## config.mk

```make
export PLATFORM = sky130hd
export DESIGN_NAME = sliding_window_quantile_top
export DESIGN_NICKNAME = d
export VERILOG_FILES = /design/src/rtl/swq_pkg.sv /design/src/rtl/sliding_window_quantile_top.sv /design/src/rtl/swq_ctrl.sv /design/src/rtl/swq_dpath.sv
export SDC_FILE = /design/constraint.sdc
export NUM_CORES = 2
export LEC_CHECK = 0
export BUFFER_PORTS_ARGS = -buffer_cell sky130_fd_sc_hd__buf_2
export CELL_PAD_IN_SITES_DETAIL_PLACEMENT = 2
export CELL_PAD_IN_SITES_GLOBAL_PLACEMENT = 2
export CORE_MARGIN = 1.5
export CORE_UTILIZATION = 42
export CTS_CLUSTER_SIZE = 20
export DETAILED_ROUTE_END_ITERATION = 10
export GPL_ROUTABILITY_DRIVEN = 1
export HOLD_SLACK_MARGIN = 0.08
export PLACE_DENSITY_LB_ADDON = 0.1
export SKIP_LAST_GASP = 1
export SLEW_MARGIN = 10
export SYNTH_ARGS = -nofsm -noshare
export SYNTH_HDL_FRONTEND = slang
export SYNTH_SLANG_ARGS = --single-unit
export TNS_END_PERCENT = 10
```

## constraint.sdc

```tcl
create_clock -name clk -period 26.3 [get_ports clk]
set_input_delay 1.315 -clock clk [delete_from_list [all_inputs] [get_ports clk]]
set_output_delay 1.315 -clock clk [all_outputs]
set_load 0.01 [all_outputs]
```

## src/rtl/swq_pkg.sv

```systemverilog
// ============================================================================
// swq_pkg: shared definitions for the sliding-window quantile block
// Field widths, register indexes, reset values, controller states and the
// command and status groups between the controller and the datapath.
// ============================================================================
package swq_pkg;

  localparam int DATA_W         = 32;
  localparam int CNT_W          = 6;
  localparam int Q_W            = 17;
  localparam int FRAC_W         = 16;
  localparam int POS_W          = Q_W + CNT_W;
  localparam int PROD_W         = FRAC_W + DATA_W;
  localparam int CFG_IDX_W      = 2;
  localparam int MAX_WINDOW_DEF = 32;

  localparam logic [Q_W-1:0]    Q_ONE = 17'h10000;

  localparam logic [DATA_W-1:0] DEFAULT_VALUE_RST = 32'h0000_0000;
  localparam logic [CNT_W-1:0]  MIN_HISTORY_RST   = 6'd1;
  localparam logic [Q_W-1:0]    QUANTILE_Q_RST    = 17'h08000;
  localparam logic [CNT_W-1:0]  WINDOW_LENGTH_RST = 6'd32;

  typedef enum logic [CFG_IDX_W-1:0] {
    CFG_DEFAULT_VALUE = 2'd0,
    CFG_MIN_HISTORY   = 2'd1,
    CFG_QUANTILE_Q    = 2'd2,
    CFG_WINDOW_LENGTH = 2'd3
  } cfg_index_t;

  typedef enum logic [3:0] {
    ST_IDLE,
    ST_EVICT_CHECK,
    ST_RING_READ,
    ST_REMOVE,
    ST_STORE,
    ST_INSERT,
    ST_INSERT_LAST,
    ST_DECIDE,
    ST_READ_LO,
    ST_READ_HI,
    ST_MULTIPLY,
    ST_SUM,
    ST_FINISH
  } state_t;

  typedef struct packed {
    logic take_sample;
    logic ring_read;
    logic remove_step;
    logic store;
    logic insert_step;
    logic insert_last;
    logic decide;
    logic read_lo;
    logic read_hi;
    logic multiply;
    logic sum;
    logic finish;
  } cmd_t;

  typedef struct packed {
    logic need_evict;
    logic remove_done;
    logic held_zero;
    logic insert_done;
    logic insert_to_zero;
    logic short_history;
  } status_t;

endpackage

```

## src/rtl/sliding_window_quantile_top.sv

```systemverilog
// ============================================================================
// sliding_window_quantile_top: running quantile of a sliding sample window
// Samples arrive one beat at a time on the input channel (in_valid/in_ready)
// and each produces one beat on the output channel (out_valid/out_ready): the
// quantile of the most recent window_length samples by linear interpolation,
// or default_value with used_default set while fewer than min_history are held.
// Registers are written on the configuration channel, index 0 to 3; the user
// must do so only while the block is idle, which the block does not enforce.
// cfg_ready is always high. The processing time of a sample is set by the
// sorted store, which takes one read and one write a cycle and is walked once
// to remove the evicted sample and once to place the new one; each further
// eviction after window_length is lowered adds another removal walk. A new
// sample is taken only once the last result is in the output register.
// Synchronous reset empties the window and restores the register defaults.
// The result sits in an output register; a stalled receiver does not stop the
// next sample being taken and processed, but its result waits until the
// register is free.
// ============================================================================
module sliding_window_quantile_top #(
  parameter int MAX_WINDOW = swq_pkg::MAX_WINDOW_DEF
) (
  input  logic                                 clk,
  input  logic                                 rst,
  input  logic                                 in_valid,
  output logic                                 in_ready,
  input  logic signed [swq_pkg::DATA_W-1:0]    sample_value,
  output logic                                 out_valid,
  input  logic                                 out_ready,
  output logic signed [swq_pkg::DATA_W-1:0]    quantile_value,
  output logic                                 used_default,
  output logic        [swq_pkg::CNT_W-1:0]     fill_count,
  input  logic                                 cfg_valid,
  output logic                                 cfg_ready,
  input  logic        [swq_pkg::CFG_IDX_W-1:0] cfg_index,
  input  logic        [swq_pkg::DATA_W-1:0]    cfg_data
);

  logic signed [swq_pkg::DATA_W-1:0] default_value;
  logic        [swq_pkg::CNT_W-1:0]  min_samples;
  logic        [swq_pkg::Q_W-1:0]    quantile_q;
  logic        [swq_pkg::CNT_W-1:0]  window_length;

  swq_pkg::cmd_t                     cmd;
  swq_pkg::status_t                  status;
  logic                              out_free;
  logic signed [swq_pkg::DATA_W-1:0] result;
  logic                              used;
  logic        [swq_pkg::CNT_W-1:0]  held;

  assign cfg_ready = 1'b1;
  assign out_free  = !out_valid || out_ready;

  always_ff @(posedge clk) begin
    if (rst) begin
      default_value <= swq_pkg::DEFAULT_VALUE_RST;
      min_samples   <= swq_pkg::MIN_HISTORY_RST;
      quantile_q    <= swq_pkg::QUANTILE_Q_RST;
      window_length <= swq_pkg::WINDOW_LENGTH_RST;
    end else if (cfg_valid && cfg_ready) begin
      case (cfg_index)
        swq_pkg::CFG_DEFAULT_VALUE: default_value <= cfg_data;
        swq_pkg::CFG_MIN_HISTORY:   min_samples   <= cfg_data[swq_pkg::CNT_W-1:0];
        swq_pkg::CFG_QUANTILE_Q:    quantile_q    <= cfg_data[swq_pkg::Q_W-1:0];
        swq_pkg::CFG_WINDOW_LENGTH: window_length <= cfg_data[swq_pkg::CNT_W-1:0];
        default: begin
        end
      endcase
    end
  end

  always_ff @(posedge clk) begin
    if (rst) begin
      out_valid <= 1'b0;
    end else if (cmd.finish) begin
      out_valid <= 1'b1;
    end else if (out_ready) begin
      out_valid <= 1'b0;
    end
  end

  always_ff @(posedge clk) begin
    if (cmd.finish) begin
      quantile_value <= result;
      used_default   <= used;
      fill_count     <= held;
    end
  end

  swq_ctrl u_ctrl (
    .clk      (clk),
    .rst      (rst),
    .in_valid (in_valid),
    .in_ready (in_ready),
    .out_free (out_free),
    .status   (status),
    .cmd      (cmd)
  );

  swq_dpath #(
    .MAX_WINDOW (MAX_WINDOW)
  ) u_dpath (
    .clk           (clk),
    .rst           (rst),
    .cmd           (cmd),
    .status        (status),
    .sample_value  (sample_value),
    .default_value (default_value),
    .min_samples   (min_samples),
    .quantile_q    (quantile_q),
    .window_length (window_length),
    .result        (result),
    .used          (used),
    .held          (held)
  );

endmodule

```

## src/rtl/swq_ctrl.sv

```systemverilog
// ============================================================================
// swq_ctrl: sequencer for the sliding-window quantile block
// Steps each sample through eviction, ordered insertion and interpolation,
// and hands the finished result to the output register.
// ============================================================================
module swq_ctrl (
  input  logic             clk,
  input  logic             rst,
  input  logic             in_valid,
  output logic             in_ready,
  input  logic             out_free,
  input  swq_pkg::status_t status,
  output swq_pkg::cmd_t    cmd
);

  swq_pkg::state_t state;
  swq_pkg::state_t state_next;

  always_ff @(posedge clk) begin
    if (rst) begin
      state <= swq_pkg::ST_IDLE;
    end else begin
      state <= state_next;
    end
  end

  always_comb begin
    state_next = state;
    case (state)
      swq_pkg::ST_IDLE: begin
        if (in_valid) state_next = swq_pkg::ST_EVICT_CHECK;
      end
      swq_pkg::ST_EVICT_CHECK: begin
        state_next = status.need_evict ? swq_pkg::ST_RING_READ : swq_pkg::ST_STORE;
      end
      swq_pkg::ST_RING_READ: begin
        state_next = swq_pkg::ST_REMOVE;
      end
      swq_pkg::ST_REMOVE: begin
        if (status.remove_done) state_next = swq_pkg::ST_EVICT_CHECK;
      end
      swq_pkg::ST_STORE: begin
        state_next = status.held_zero ? swq_pkg::ST_DECIDE : swq_pkg::ST_INSERT;
      end
      swq_pkg::ST_INSERT: begin
        if (status.insert_done) begin
          state_next = swq_pkg::ST_DECIDE;
        end else if (status.insert_to_zero) begin
          state_next = swq_pkg::ST_INSERT_LAST;
        end
      end
      swq_pkg::ST_INSERT_LAST: begin
        state_next = swq_pkg::ST_DECIDE;
      end
      swq_pkg::ST_DECIDE: begin
        state_next = status.short_history ? swq_pkg::ST_FINISH : swq_pkg::ST_READ_LO;
      end
      swq_pkg::ST_READ_LO: begin
        state_next = swq_pkg::ST_READ_HI;
      end
      swq_pkg::ST_READ_HI: begin
        state_next = swq_pkg::ST_MULTIPLY;
      end
      swq_pkg::ST_MULTIPLY: begin
        state_next = swq_pkg::ST_SUM;
      end
      swq_pkg::ST_SUM: begin
        state_next = swq_pkg::ST_FINISH;
      end
      swq_pkg::ST_FINISH: begin
        if (out_free) state_next = swq_pkg::ST_IDLE;
      end
      default: begin
        state_next = swq_pkg::ST_IDLE;
      end
    endcase
  end

  always_comb begin
    cmd      = '0;
    in_ready = 1'b0;
    case (state)
      swq_pkg::ST_IDLE: begin
        in_ready        = 1'b1;
        cmd.take_sample = in_valid;
      end
      swq_pkg::ST_RING_READ:   cmd.ring_read   = 1'b1;
      swq_pkg::ST_REMOVE:      cmd.remove_step = 1'b1;
      swq_pkg::ST_STORE:       cmd.store       = 1'b1;
      swq_pkg::ST_INSERT:      cmd.insert_step = 1'b1;
      swq_pkg::ST_INSERT_LAST: cmd.insert_last = 1'b1;
      swq_pkg::ST_DECIDE:      cmd.decide      = 1'b1;
      swq_pkg::ST_READ_LO:     cmd.read_lo     = 1'b1;
      swq_pkg::ST_READ_HI:     cmd.read_hi     = 1'b1;
      swq_pkg::ST_MULTIPLY:    cmd.multiply    = 1'b1;
      swq_pkg::ST_SUM:         cmd.sum         = 1'b1;
      swq_pkg::ST_FINISH:      cmd.finish      = out_free;
      default: begin
        cmd = '0;
      end
    endcase
  end

endmodule

```

## src/rtl/swq_dpath.sv

```systemverilog
// ============================================================================
// swq_dpath: window stores and arithmetic for the sliding-window quantile
// Holds the arrival ring and the sorted store, walks the sorted store to
// remove and insert samples, and interpolates between two sorted entries.
// ============================================================================
module swq_dpath #(
  parameter int MAX_WINDOW = swq_pkg::MAX_WINDOW_DEF
) (
  input  logic                              clk,
  input  logic                              rst,
  input  swq_pkg::cmd_t                     cmd,
  output swq_pkg::status_t                  status,
  input  logic signed [swq_pkg::DATA_W-1:0] sample_value,
  input  logic signed [swq_pkg::DATA_W-1:0] default_value,
  input  logic        [swq_pkg::CNT_W-1:0]  min_samples,
  input  logic        [swq_pkg::Q_W-1:0]    quantile_q,
  input  logic        [swq_pkg::CNT_W-1:0]  window_length,
  output logic signed [swq_pkg::DATA_W-1:0] result,
  output logic                              used,
  output logic        [swq_pkg::CNT_W-1:0]  held
);

  localparam int AW   = (MAX_WINDOW > 1) ? $clog2(MAX_WINDOW) : 1;
  localparam int SW   = ((AW > swq_pkg::CNT_W) ? AW : swq_pkg::CNT_W) + 1;
  localparam int WCAP = (MAX_WINDOW < 63) ? MAX_WINDOW : 63;
  localparam logic [swq_pkg::CNT_W-1:0] WIN_CAP   = swq_pkg::CNT_W'(WCAP);
  localparam logic [AW-1:0]             LAST_SLOT = AW'(MAX_WINDOW - 1);
  localparam logic [SW-1:0]             RING_SIZE = SW'(MAX_WINDOW);

  logic        [swq_pkg::DATA_W-1:0] ring_mem   [MAX_WINDOW];
  logic        [swq_pkg::DATA_W-1:0] sorted_mem [MAX_WINDOW];
  logic signed [swq_pkg::DATA_W-1:0] ring_rdata;
  logic signed [swq_pkg::DATA_W-1:0] sorted_rdata;
  logic signed [swq_pkg::DATA_W-1:0] sample;
  logic signed [swq_pkg::DATA_W-1:0] lo_value;

  logic [AW-1:0]               oldest;
  logic [swq_pkg::CNT_W-1:0]   scan_idx;
  logic [swq_pkg::CNT_W-1:0]   pend_idx;
  logic                        pend;
  logic                        found;
  logic [swq_pkg::CNT_W-1:0]   ins_idx;
  logic [swq_pkg::POS_W-1:0]   pos;
  logic [swq_pkg::PROD_W-1:0]  prod;

  logic [swq_pkg::CNT_W-1:0]   win_eff;
  logic [swq_pkg::Q_W-1:0]     q_sat;
  logic [swq_pkg::CNT_W-1:0]   held_m1;
  logic [swq_pkg::CNT_W:0]     lo_idx;
  logic [swq_pkg::CNT_W:0]     hi_idx;
  logic [swq_pkg::FRAC_W-1:0]  frac;
  logic                        greater;
  logic [SW-1:0]               ring_sum;
  logic [AW-1:0]               ring_waddr;
  logic [swq_pkg::DATA_W-1:0]  diff;

  logic                        s_re;
  logic [AW-1:0]               s_raddr;
  logic                        s_we;
  logic [AW-1:0]               s_waddr;
  logic [swq_pkg::DATA_W-1:0]  s_wdata;

  always_comb begin
    if (window_length == '0) begin
      win_eff = swq_pkg::CNT_W'(1);
    end else if (window_length > WIN_CAP) begin
      win_eff = WIN_CAP;
    end else begin
      win_eff = window_length;
    end
  end

  assign q_sat      = (quantile_q > swq_pkg::Q_ONE) ? swq_pkg::Q_ONE : quantile_q;
  assign held_m1    = held - swq_pkg::CNT_W'(1);
  assign lo_idx     = pos[swq_pkg::POS_W-1:swq_pkg::FRAC_W];
  assign frac       = pos[swq_pkg::FRAC_W-1:0];
  assign hi_idx     = lo_idx + {{swq_pkg::CNT_W{1'b0}}, (frac != '0)};
  assign greater    = sorted_rdata > sample;
  assign ring_sum   = SW'(oldest) + SW'(held);
  assign ring_waddr = (ring_sum >= RING_SIZE) ? AW'(ring_sum - RING_SIZE) : AW'(ring_sum);
  assign diff       = sorted_rdata - lo_value;

  assign status.need_evict     = held >= win_eff;
  assign status.remove_done    = pend && (scan_idx == held);
  assign status.held_zero      = held == '0;
  assign status.insert_done    = !greater;
  assign status.insert_to_zero = greater && (ins_idx == '0);
  assign status.short_history  = held < min_samples;

  always_comb begin
    s_re    = 1'b0;
    s_raddr = '0;
    s_we    = 1'b0;
    s_waddr = '0;
    s_wdata = sample;
    if (cmd.remove_step) begin
      if (scan_idx < held) begin
        s_re    = 1'b1;
        s_raddr = AW'(scan_idx);
      end
      if (pend && found) begin
        s_we    = 1'b1;
        s_waddr = AW'(pend_idx - swq_pkg::CNT_W'(1));
        s_wdata = sorted_rdata;
      end
    end
    if (cmd.store) begin
      if (status.held_zero) begin
        s_we    = 1'b1;
        s_waddr = '0;
        s_wdata = sample;
      end else begin
        s_re    = 1'b1;
        s_raddr = AW'(held_m1);
      end
    end
    if (cmd.insert_step) begin
      s_we    = 1'b1;
      s_waddr = AW'(ins_idx + swq_pkg::CNT_W'(1));
      s_wdata = greater ? sorted_rdata : sample;
      if (greater && (ins_idx != '0)) begin
        s_re    = 1'b1;
        s_raddr = AW'(ins_idx - swq_pkg::CNT_W'(1));
      end
    end
    if (cmd.insert_last) begin
      s_we    = 1'b1;
      s_waddr = '0;
      s_wdata = sample;
    end
    if (cmd.read_lo) begin
      s_re    = 1'b1;
      s_raddr = AW'(lo_idx);
    end
    if (cmd.read_hi) begin
      s_re    = 1'b1;
      s_raddr = AW'(hi_idx);
    end
  end

  always_ff @(posedge clk) begin
    if (s_we) sorted_mem[s_waddr] <= s_wdata;
    if (s_re) sorted_rdata <= sorted_mem[s_raddr];
  end

  always_ff @(posedge clk) begin
    if (cmd.store) ring_mem[ring_waddr] <= sample;
    if (cmd.ring_read) ring_rdata <= ring_mem[oldest];
  end

  always_ff @(posedge clk) begin
    if (rst) begin
      held     <= '0;
      oldest   <= '0;
      scan_idx <= '0;
      pend_idx <= '0;
      pend     <= 1'b0;
      found    <= 1'b0;
      ins_idx  <= '0;
    end else begin
      if (cmd.ring_read) begin
        scan_idx <= '0;
        pend     <= 1'b0;
        found    <= 1'b0;
      end
      if (cmd.remove_step) begin
        if (scan_idx < held) begin
          scan_idx <= scan_idx + swq_pkg::CNT_W'(1);
          pend_idx <= scan_idx;
          pend     <= 1'b1;
        end else begin
          pend     <= 1'b0;
        end
        if (pend && !found && (sorted_rdata == ring_rdata)) found <= 1'b1;
        if (status.remove_done) begin
          held   <= held_m1;
          oldest <= (oldest == LAST_SLOT) ? '0 : oldest + AW'(1);
        end
      end
      if (cmd.store) begin
        if (status.held_zero) begin
          held    <= held + swq_pkg::CNT_W'(1);
        end else begin
          ins_idx <= held_m1;
        end
      end
      if (cmd.insert_step) begin
        if (greater && (ins_idx != '0)) ins_idx <= ins_idx - swq_pkg::CNT_W'(1);
        if (!greater) held <= held + swq_pkg::CNT_W'(1);
      end
      if (cmd.insert_last) held <= held + swq_pkg::CNT_W'(1);
    end
  end

  always_ff @(posedge clk) begin
    if (cmd.take_sample) sample <= sample_value;
    if (cmd.decide) begin
      if (status.short_history) begin
        result <= default_value;
        used   <= 1'b1;
      end else begin
        pos <= swq_pkg::POS_W'(q_sat) * swq_pkg::POS_W'(held_m1);
      end
    end
    if (cmd.read_hi) lo_value <= sorted_rdata;
    if (cmd.multiply) prod <= swq_pkg::PROD_W'(frac) * swq_pkg::PROD_W'(diff);
    if (cmd.sum) begin
      result <= lo_value + prod[swq_pkg::PROD_W-1:swq_pkg::FRAC_W];
      used   <= 1'b0;
    end
  end

  a_held_cap: assert property (@(posedge clk) disable iff (rst)
    held <= WIN_CAP)
    else $error("Window holds more samples than it can.");

  a_oldest_range: assert property (@(posedge clk) disable iff (rst)
    oldest <= LAST_SLOT)
    else $error("Oldest pointer outside the ring.");

  a_remove_found: assert property (@(posedge clk) disable iff (rst)
    cmd.remove_step && status.remove_done |-> found || (sorted_rdata == ring_rdata))
    else $error("Evicted sample missing from the sorted store.");

  a_insert_index: assert property (@(posedge clk) disable iff (rst)
    cmd.insert_step |-> ins_idx < held)
    else $error("Insertion walk outside the held samples.");

endmodule
```

* Yosys cells after proc, flatten, opt, wreduce, memory -nomap -nowiden
Memories as Yosys holds them, arrays and structs flattened. A register that Yosys moved wholly into a read port is not among the register bits.
Cells that the tools add are included.
** Word-level totals
- Register bits :: 301
- Bits in writable memories :: 2048
- Input port bits :: 71
- Output and inout port bits :: 42
- Word-level logic and storage cells :: 188
- Memories :: 2
** Operators by class
- $add $sub $neg :: 12
- Multipliers :: 2
- $lt $le $gt $ge :: 7
- Eq/ne operators :: 22
- Muxes and demuxes :: 90
- Bitwise operators :: 1
- Reductions and logical operators :: 30
** Memory list
- u_dpath.ring_mem :: depth 32, bits a word 32, rd ports 1, clocked after memory_dff 1, write ports 1, line swq_dpath.sv:30 : logic [swq_pkg::DATA_W-1:0] ring_mem [MAX_WINDOW];
- u_dpath.sorted_mem :: depth 32, bits a word 32, rd ports 1, clocked after memory_dff 1, write ports 1, line swq_dpath.sv:31 : logic [swq_pkg::DATA_W-1:0] sorted_mem [MAX_WINDOW];
** Operators with widths (number)
- 32-bit two-way mux :: 10
- 6-bit two-way mux :: 16
- 5-bit two-way mux :: 16
- 4-bit case mux with 13 select lines :: 1
- 16-bit by 32-bit multiplier with 48-bit output :: 1
- 1-bit two-way mux :: 38
- 32-bit adder :: 1
- 32-bit equality test :: 1
- 32-bit greater-than comparator :: 1
- 32-bit subtractor :: 1
- 17-bit by 6-bit multiplier with 21-bit output :: 1
- 4-bit equality test, second input constant :: 5
- 4-bit two-way mux :: 5
- 6-bit zero test :: 3
- 2-bit AND reduction :: 9
- 17-bit greater-than comparator, second input constant :: 1
- 17-bit two-way mux :: 1
- 4-bit by 3-bit equality test with 1-bit output, second input constant :: 4
- 16-bit nonzero test :: 1
- 6-bit by 1-bit adder with 6-bit output, second input constant :: 2
- 6-bit < comparator :: 2
- 6-bit by 1-bit subtractor with 6-bit output, second input constant :: 2
- 5-bit by 1-bit adder with 5-bit output, second input constant :: 2
- 5-bit by 1-bit subtractor with 5-bit output, second input constant :: 2
- 25 further kinds :: 38

* Logic depth before layout (Yosys ltp)
- Depth in word-level cells :: 9
- Gate-level depth with buffers :: 36
- Depth with buffers taken out :: 35

* Hierarchy
A second synthesis with hierarchy kept.
** Unflattened totals
- Cell total of the unflattened synthesis :: 7945
- Area total of the unflattened synthesis :: 115976.2 µm²
** By module, submodules not included
- swq_dpath :: instances 1, cells an instance 7602, area an instance 111758.4 µm², seq. area each 68515.7 µm²
- sliding_window_quantile_top :: instances 1, cells an instance 283, area an instance 3771.1 µm², seq. area each 2412.3 µm²
- swq_ctrl :: instances 1, cells an instance 60, area an instance 446.7 µm², seq. area each 80.1 µm²

* Worst setup path after synthesis
No wires, ideal clock.
- Path kind :: register to register
- Start :: reg u_dpath.sorted_rdata[0] (netlist bit), read port of u_dpath.sorted_mem
- End :: reg u_dpath.prod[45] (netlist bit) (data pin)
- Setup time :: 272 ps
- Data arrival time :: 8451 ps
- Required time :: 26028 ps
- Path slack :: 17577 ps
- Cell stages (with the launch flop) :: 35
- Buffers on the path :: 1
- Period minus slack after synthesis :: 8723 ps
- Path through :: edfxtp_1 -> inv_1 -> ha_1 -> fa_1 -> nor2b_1 -> o21ai_0 -> a21boi_1 -> o2111ai_1 -> a21oi_1 -> nor4_1 -> o41ai_1 -> a21oi_1 -> xnor2_1 -> clkbuf_1 -> nand2_1 -> fa_1 -> fa_1 -> fa_1 -> inv_1 -> fa_1 -> fa_1 -> inv_1 -> fa_1 -> inv_1 -> ha_1 -> a21o_1 -> a21o_1 -> a21o_1 -> a21o_1 -> a21oi_1 -> o21ai_1 -> o21ai_1 -> o21ai_1 -> and4b_1 -> or4_1
** On the way
- Cells in the longest elaborated chain, start to end :: 2
** Ends and longest elaborated chain
- start, declared :: line swq_dpath.sv:33 : logic signed [swq_pkg::DATA_W-1:0] sorted_rdata;
- 32-bit subtractor :: line swq_dpath.sv:81 : assign diff = sorted_rdata - lo_value;
- 16-bit by 32-bit multiplier with 48-bit output :: line swq_dpath.sv:206 : if (cmd.multiply) prod <= swq_pkg::PROD_W'(frac) * swq_pkg::PROD_W'(diff);
- end signal, assigned :: line swq_dpath.sv:206
- end, declared :: line swq_dpath.sv:44 : logic [swq_pkg::PROD_W-1:0] prod;
No other way between the ends.
A chain may end at the register's enable or synchronous reset.

* Worst setup path after layout
Ends and elaborated chain as after synthesis.

==> summary.md <==
| Metric | Value |
|---|---|
| Run status | `finished clean` |
| Detail Placement HPWL | `250000 um` |
| Total number of placement rows | `193` |
| Clock H-tree levels | `5` |
| # hold bufs at CTS | `0` |
| Proportion of synthesized chip area in sequential cells | `0.606` |
| Total congestion overflow | `0` |
| Most prevalent standard cell on the critical path | `sky130_fd_sc_hd__fa_1` |
| Pin count of the biggest net entering global routing | `171` |
| Via count of the first global-routing pass | `83.6k` |
| Worst EP required | `26.86 ns` |
| Slowest-stage cell, CP | `sky130_fd_sc_hd__o21a_1` |
| Arr. time, crit path | `11.17 ns` |
| Global Route Usage Sum | `0.305` |
| DRC violation count after routing | `0` |
| Total clock buffers created by CTS | `275` |
| Number of instances resized during post-cts repair | `0` |
| Clk sinks | `2397` |
| Met1 Wirelength | `173000 um` |
| Layout cell share with drive strength beyond 1 | `0.146` |
| Top achievable clock speed | `94.2 MHz` |
| Global-route wire length before repair | `617000 um` |
| Layout net count | `9356` |
| Syn_nets | `9284` |
| Starting utilization of the core area | `0.423` |
| Number of library cell types mapped by synthesis | `85` |
| Post-layout minimum cycle time | `10.62 ns` |
| Area of the die | `282000 um^2` |
| Initial antenna violation count | `16` |
| Horizontal die dimension | `531 um` |
| Setup-violating endpoint count in the final report | `0` |
| Pins over their slew limit | `0` |
| Number of max-cap violations | `0` |
| Final non-filler cell area | `131000 um^2` |
| Number of detailed-route iterations in the first pass | `6` |
| Number of synthesis warnings | `0` |
| Critical Path Max Stage Delay | `0.94 ns` |
| Share of the clock period used by the worst path after layout | `0.404` |
| Via-to-Cell Ratio | `6.19` |
| Number of DRC markers after the initial detailed-route iteration | `7972` |
| Placeable Area | `277000 um^2` |
| Final clock skew | `0.0857 ns` |
| Maximum fanout along the worst path | `16` |
| Clock tree from TritonCTS | `built` |
| Post-synthesis cell area | `117000 um^2` |
| DIE HEIGHT | `531 um` |
| Area fraction of the dominant cell type after synthesis | `0.589` |
| Flop and latch count out of synthesis | `2397` |
| Final Hold Viols | `0` |
| Post-route antenna net violation count | `0` |
| Area leader, netlist | `sky130_fd_sc_hd__edfxtp_1` |
| Synth async-reset ratio | `0` |
| Actual transition at the worst max-transition pin | `1.35 ns` |
| Path category of the worst min-delay check | `flop to flop` |
| Max Root-Sink Buffers | `4` |
| Topmost layer with routed signal wires | `met5` |
| Most used flip-flop cell after synthesis | `sky130_fd_sc_hd__edfxtp_1` |
| Endpoint kind of the worst setup timing path | `flop` |
| Cell types with the largest area share after synthesis | `sky130_fd_sc_hd__edfxtp_1 (59%), sky130_fd_sc_hd__fa_1 (8.2%), sky130_fd_sc_hd__mux4_2 (6.1%)` |
| Signed area change from the synthesized netlist to the final layout | `12.0%` |
| Startpoint kind of the worst setup timing path | `flop` |
| Root Buffer Master | `sky130_fd_sc_hd__clkbuf_16` |
| Last weighted congestion value of the routability-driven placer | `0.850` |
| Number of primary I/O pins | `113` |
| Met3 layer wire length in the routed design | `27800 um` |
| Clock network latency to the later pin of the worst-skew pair | `0.89 ns` |
| Clk slew on worst S/H paths | `0.06 ns` |
| Drt wl/cell | `34.6 um` |
| Syn Area/Cell | `13.8 um^2` |
| RSZ-0062 raised after global routing | `false` |
| Total placed instance area | `123000 um^2` |
| Detailed-route wire length | `431000 um` |
| Kind of critical path | `flop to flop` |
| Port buffer count | `111` |
| Total vias in the final route | `77.1k` |
| Remaining max-slew budget at the tightest pin | `0.0974` |
| Accumulated negative setup slack | `0 ns` |
| Most numerous cell in the Yosys netlist | `sky130_fd_sc_hd__edfxtp_1` |
| Total setup buffers inserted after CTS | `0` |
| Length of routed met2 wiring | `212000 um` |
| Gate Count Post-Synth | `8463` |
| End-of-flow core utilization | `0.474` |
| Number of enable flip-flop cells after synthesis | `2300` |
| Synth cell count leaders | `sky130_fd_sc_hd__edfxtp_1 (2300), sky130_fd_sc_hd__nand3_1 (1063), sky130_fd_sc_hd__nand2_1 (639)` |
-- cells in the final DEF (no fill, tap or decap), drive strengths merged, types with 36 or more instances in the layout --
master,count
a2111oi,36
a21o,59
a21oi,170
a41oi,101
and2,187
buf,347
clkbuf,337
clkinv,115
dfxtp,97
edfxtp,2300
fa,480
ha,270
inv,649
mux2,94
mux4,320
nand2,640
nand2b,88
nand3,1064
nand4,58
nor2,198
nor2b,36
o21ai,610
xnor2,95
xor2,57
-- metrics by stage --
step	setup slack, ns	std cells	hold slack [ns]
3_3_place_gp	15.97	11962	0.403
6_report	15.68	12451	0.382
5_1_grt	15.12	12449	0.377
3_5_place_dp	15.65	11962	0.407
4_1_cts	15.61	12447	0.383
2_1_floorplan	17.58	8463	0.400
-- cell type report --
class                      instances  area (um^2)
fill                           26400       146000
sequential                      2397        71000
multi-input combinational       4876        42300
clock buffer                     336         7220
tap                             3705         4640
timing repair buffer             348         2440
inverter                         637         2390
clock inverter                   149         1310
antenna                            3         7.51
-- worst max-delay path: cells and delay by family (launching register included) --
family,cells,cell delay [ns]
simple gates,4,1.30
mux,1,0.44
flops,1,0.42
compound gates,15,3.99
buf+inv,4,0.34
fa+ha+maj,9,3.86
-- logic make-up (layout without fill, tap and decap cells) --
group,after synthesis,count (layout),synth area share
AO/OA/AOI/OAI,1140,1140,0.0604
buffers and inverters,1190,1470,0.0400
other,1,4,0.0000320
flip-flops,2397,2397,0.606
XOR/XNOR,152,152,0.0114
AND/OR/NAND/NOR,2387,2387,0.0983
adder cells (fa/ha/maj),750,750,0.111
multiplexers,446,446,0.0733
-- per-layer routing --
layer / vias up / track usage
li1: 31302 / -
met1: 41701 / 0.401
met2: 3195 / 0.515
met3: 863 / 0.0421
met4: 16 / 0.114
met5: - / 0
-- sequential cells by signal, indices dropped and copies added (netlist names), 5 cells and up --
signal,cells
u_dpath.sample,32
min_samples,6
u_dpath.result,32
u_dpath.prod,32
quantile_value,32
u_dpath.sorted_rdata,32
fill_count,6
u_dpath.pend_idx,5
window_length,6
u_dpath.ring_mem,1024
u_dpath.scan_idx,6
u_dpath.lo_value,32
u_dpath.held,6
u_dpath.ins_idx,6
u_dpath.pos,21
u_dpath.sorted_mem,1024
quantile_q,17
default_value,32
u_dpath.ring_rdata,32
u_dpath.oldest,5
-- worst paths after layout --
check | from | slack, ns | end | cells after the start
max | u_dpath.sorted_rdata[0] | 15.68 | u_dpath.prod[45] | 33
min | u_dpath.result[0] | 0.38 | quantile_value[0] | 0
max reg2reg | u_dpath.sorted_rdata[0] | 15.68 | u_dpath.prod[45] | 33
min reg2reg | u_dpath.result[0] | 0.38 | quantile_value[0] | 0
Power is left out: the tool's default activity adds up to more than one toggle a clock period on the data nets, which glitch-free logic cannot reach.
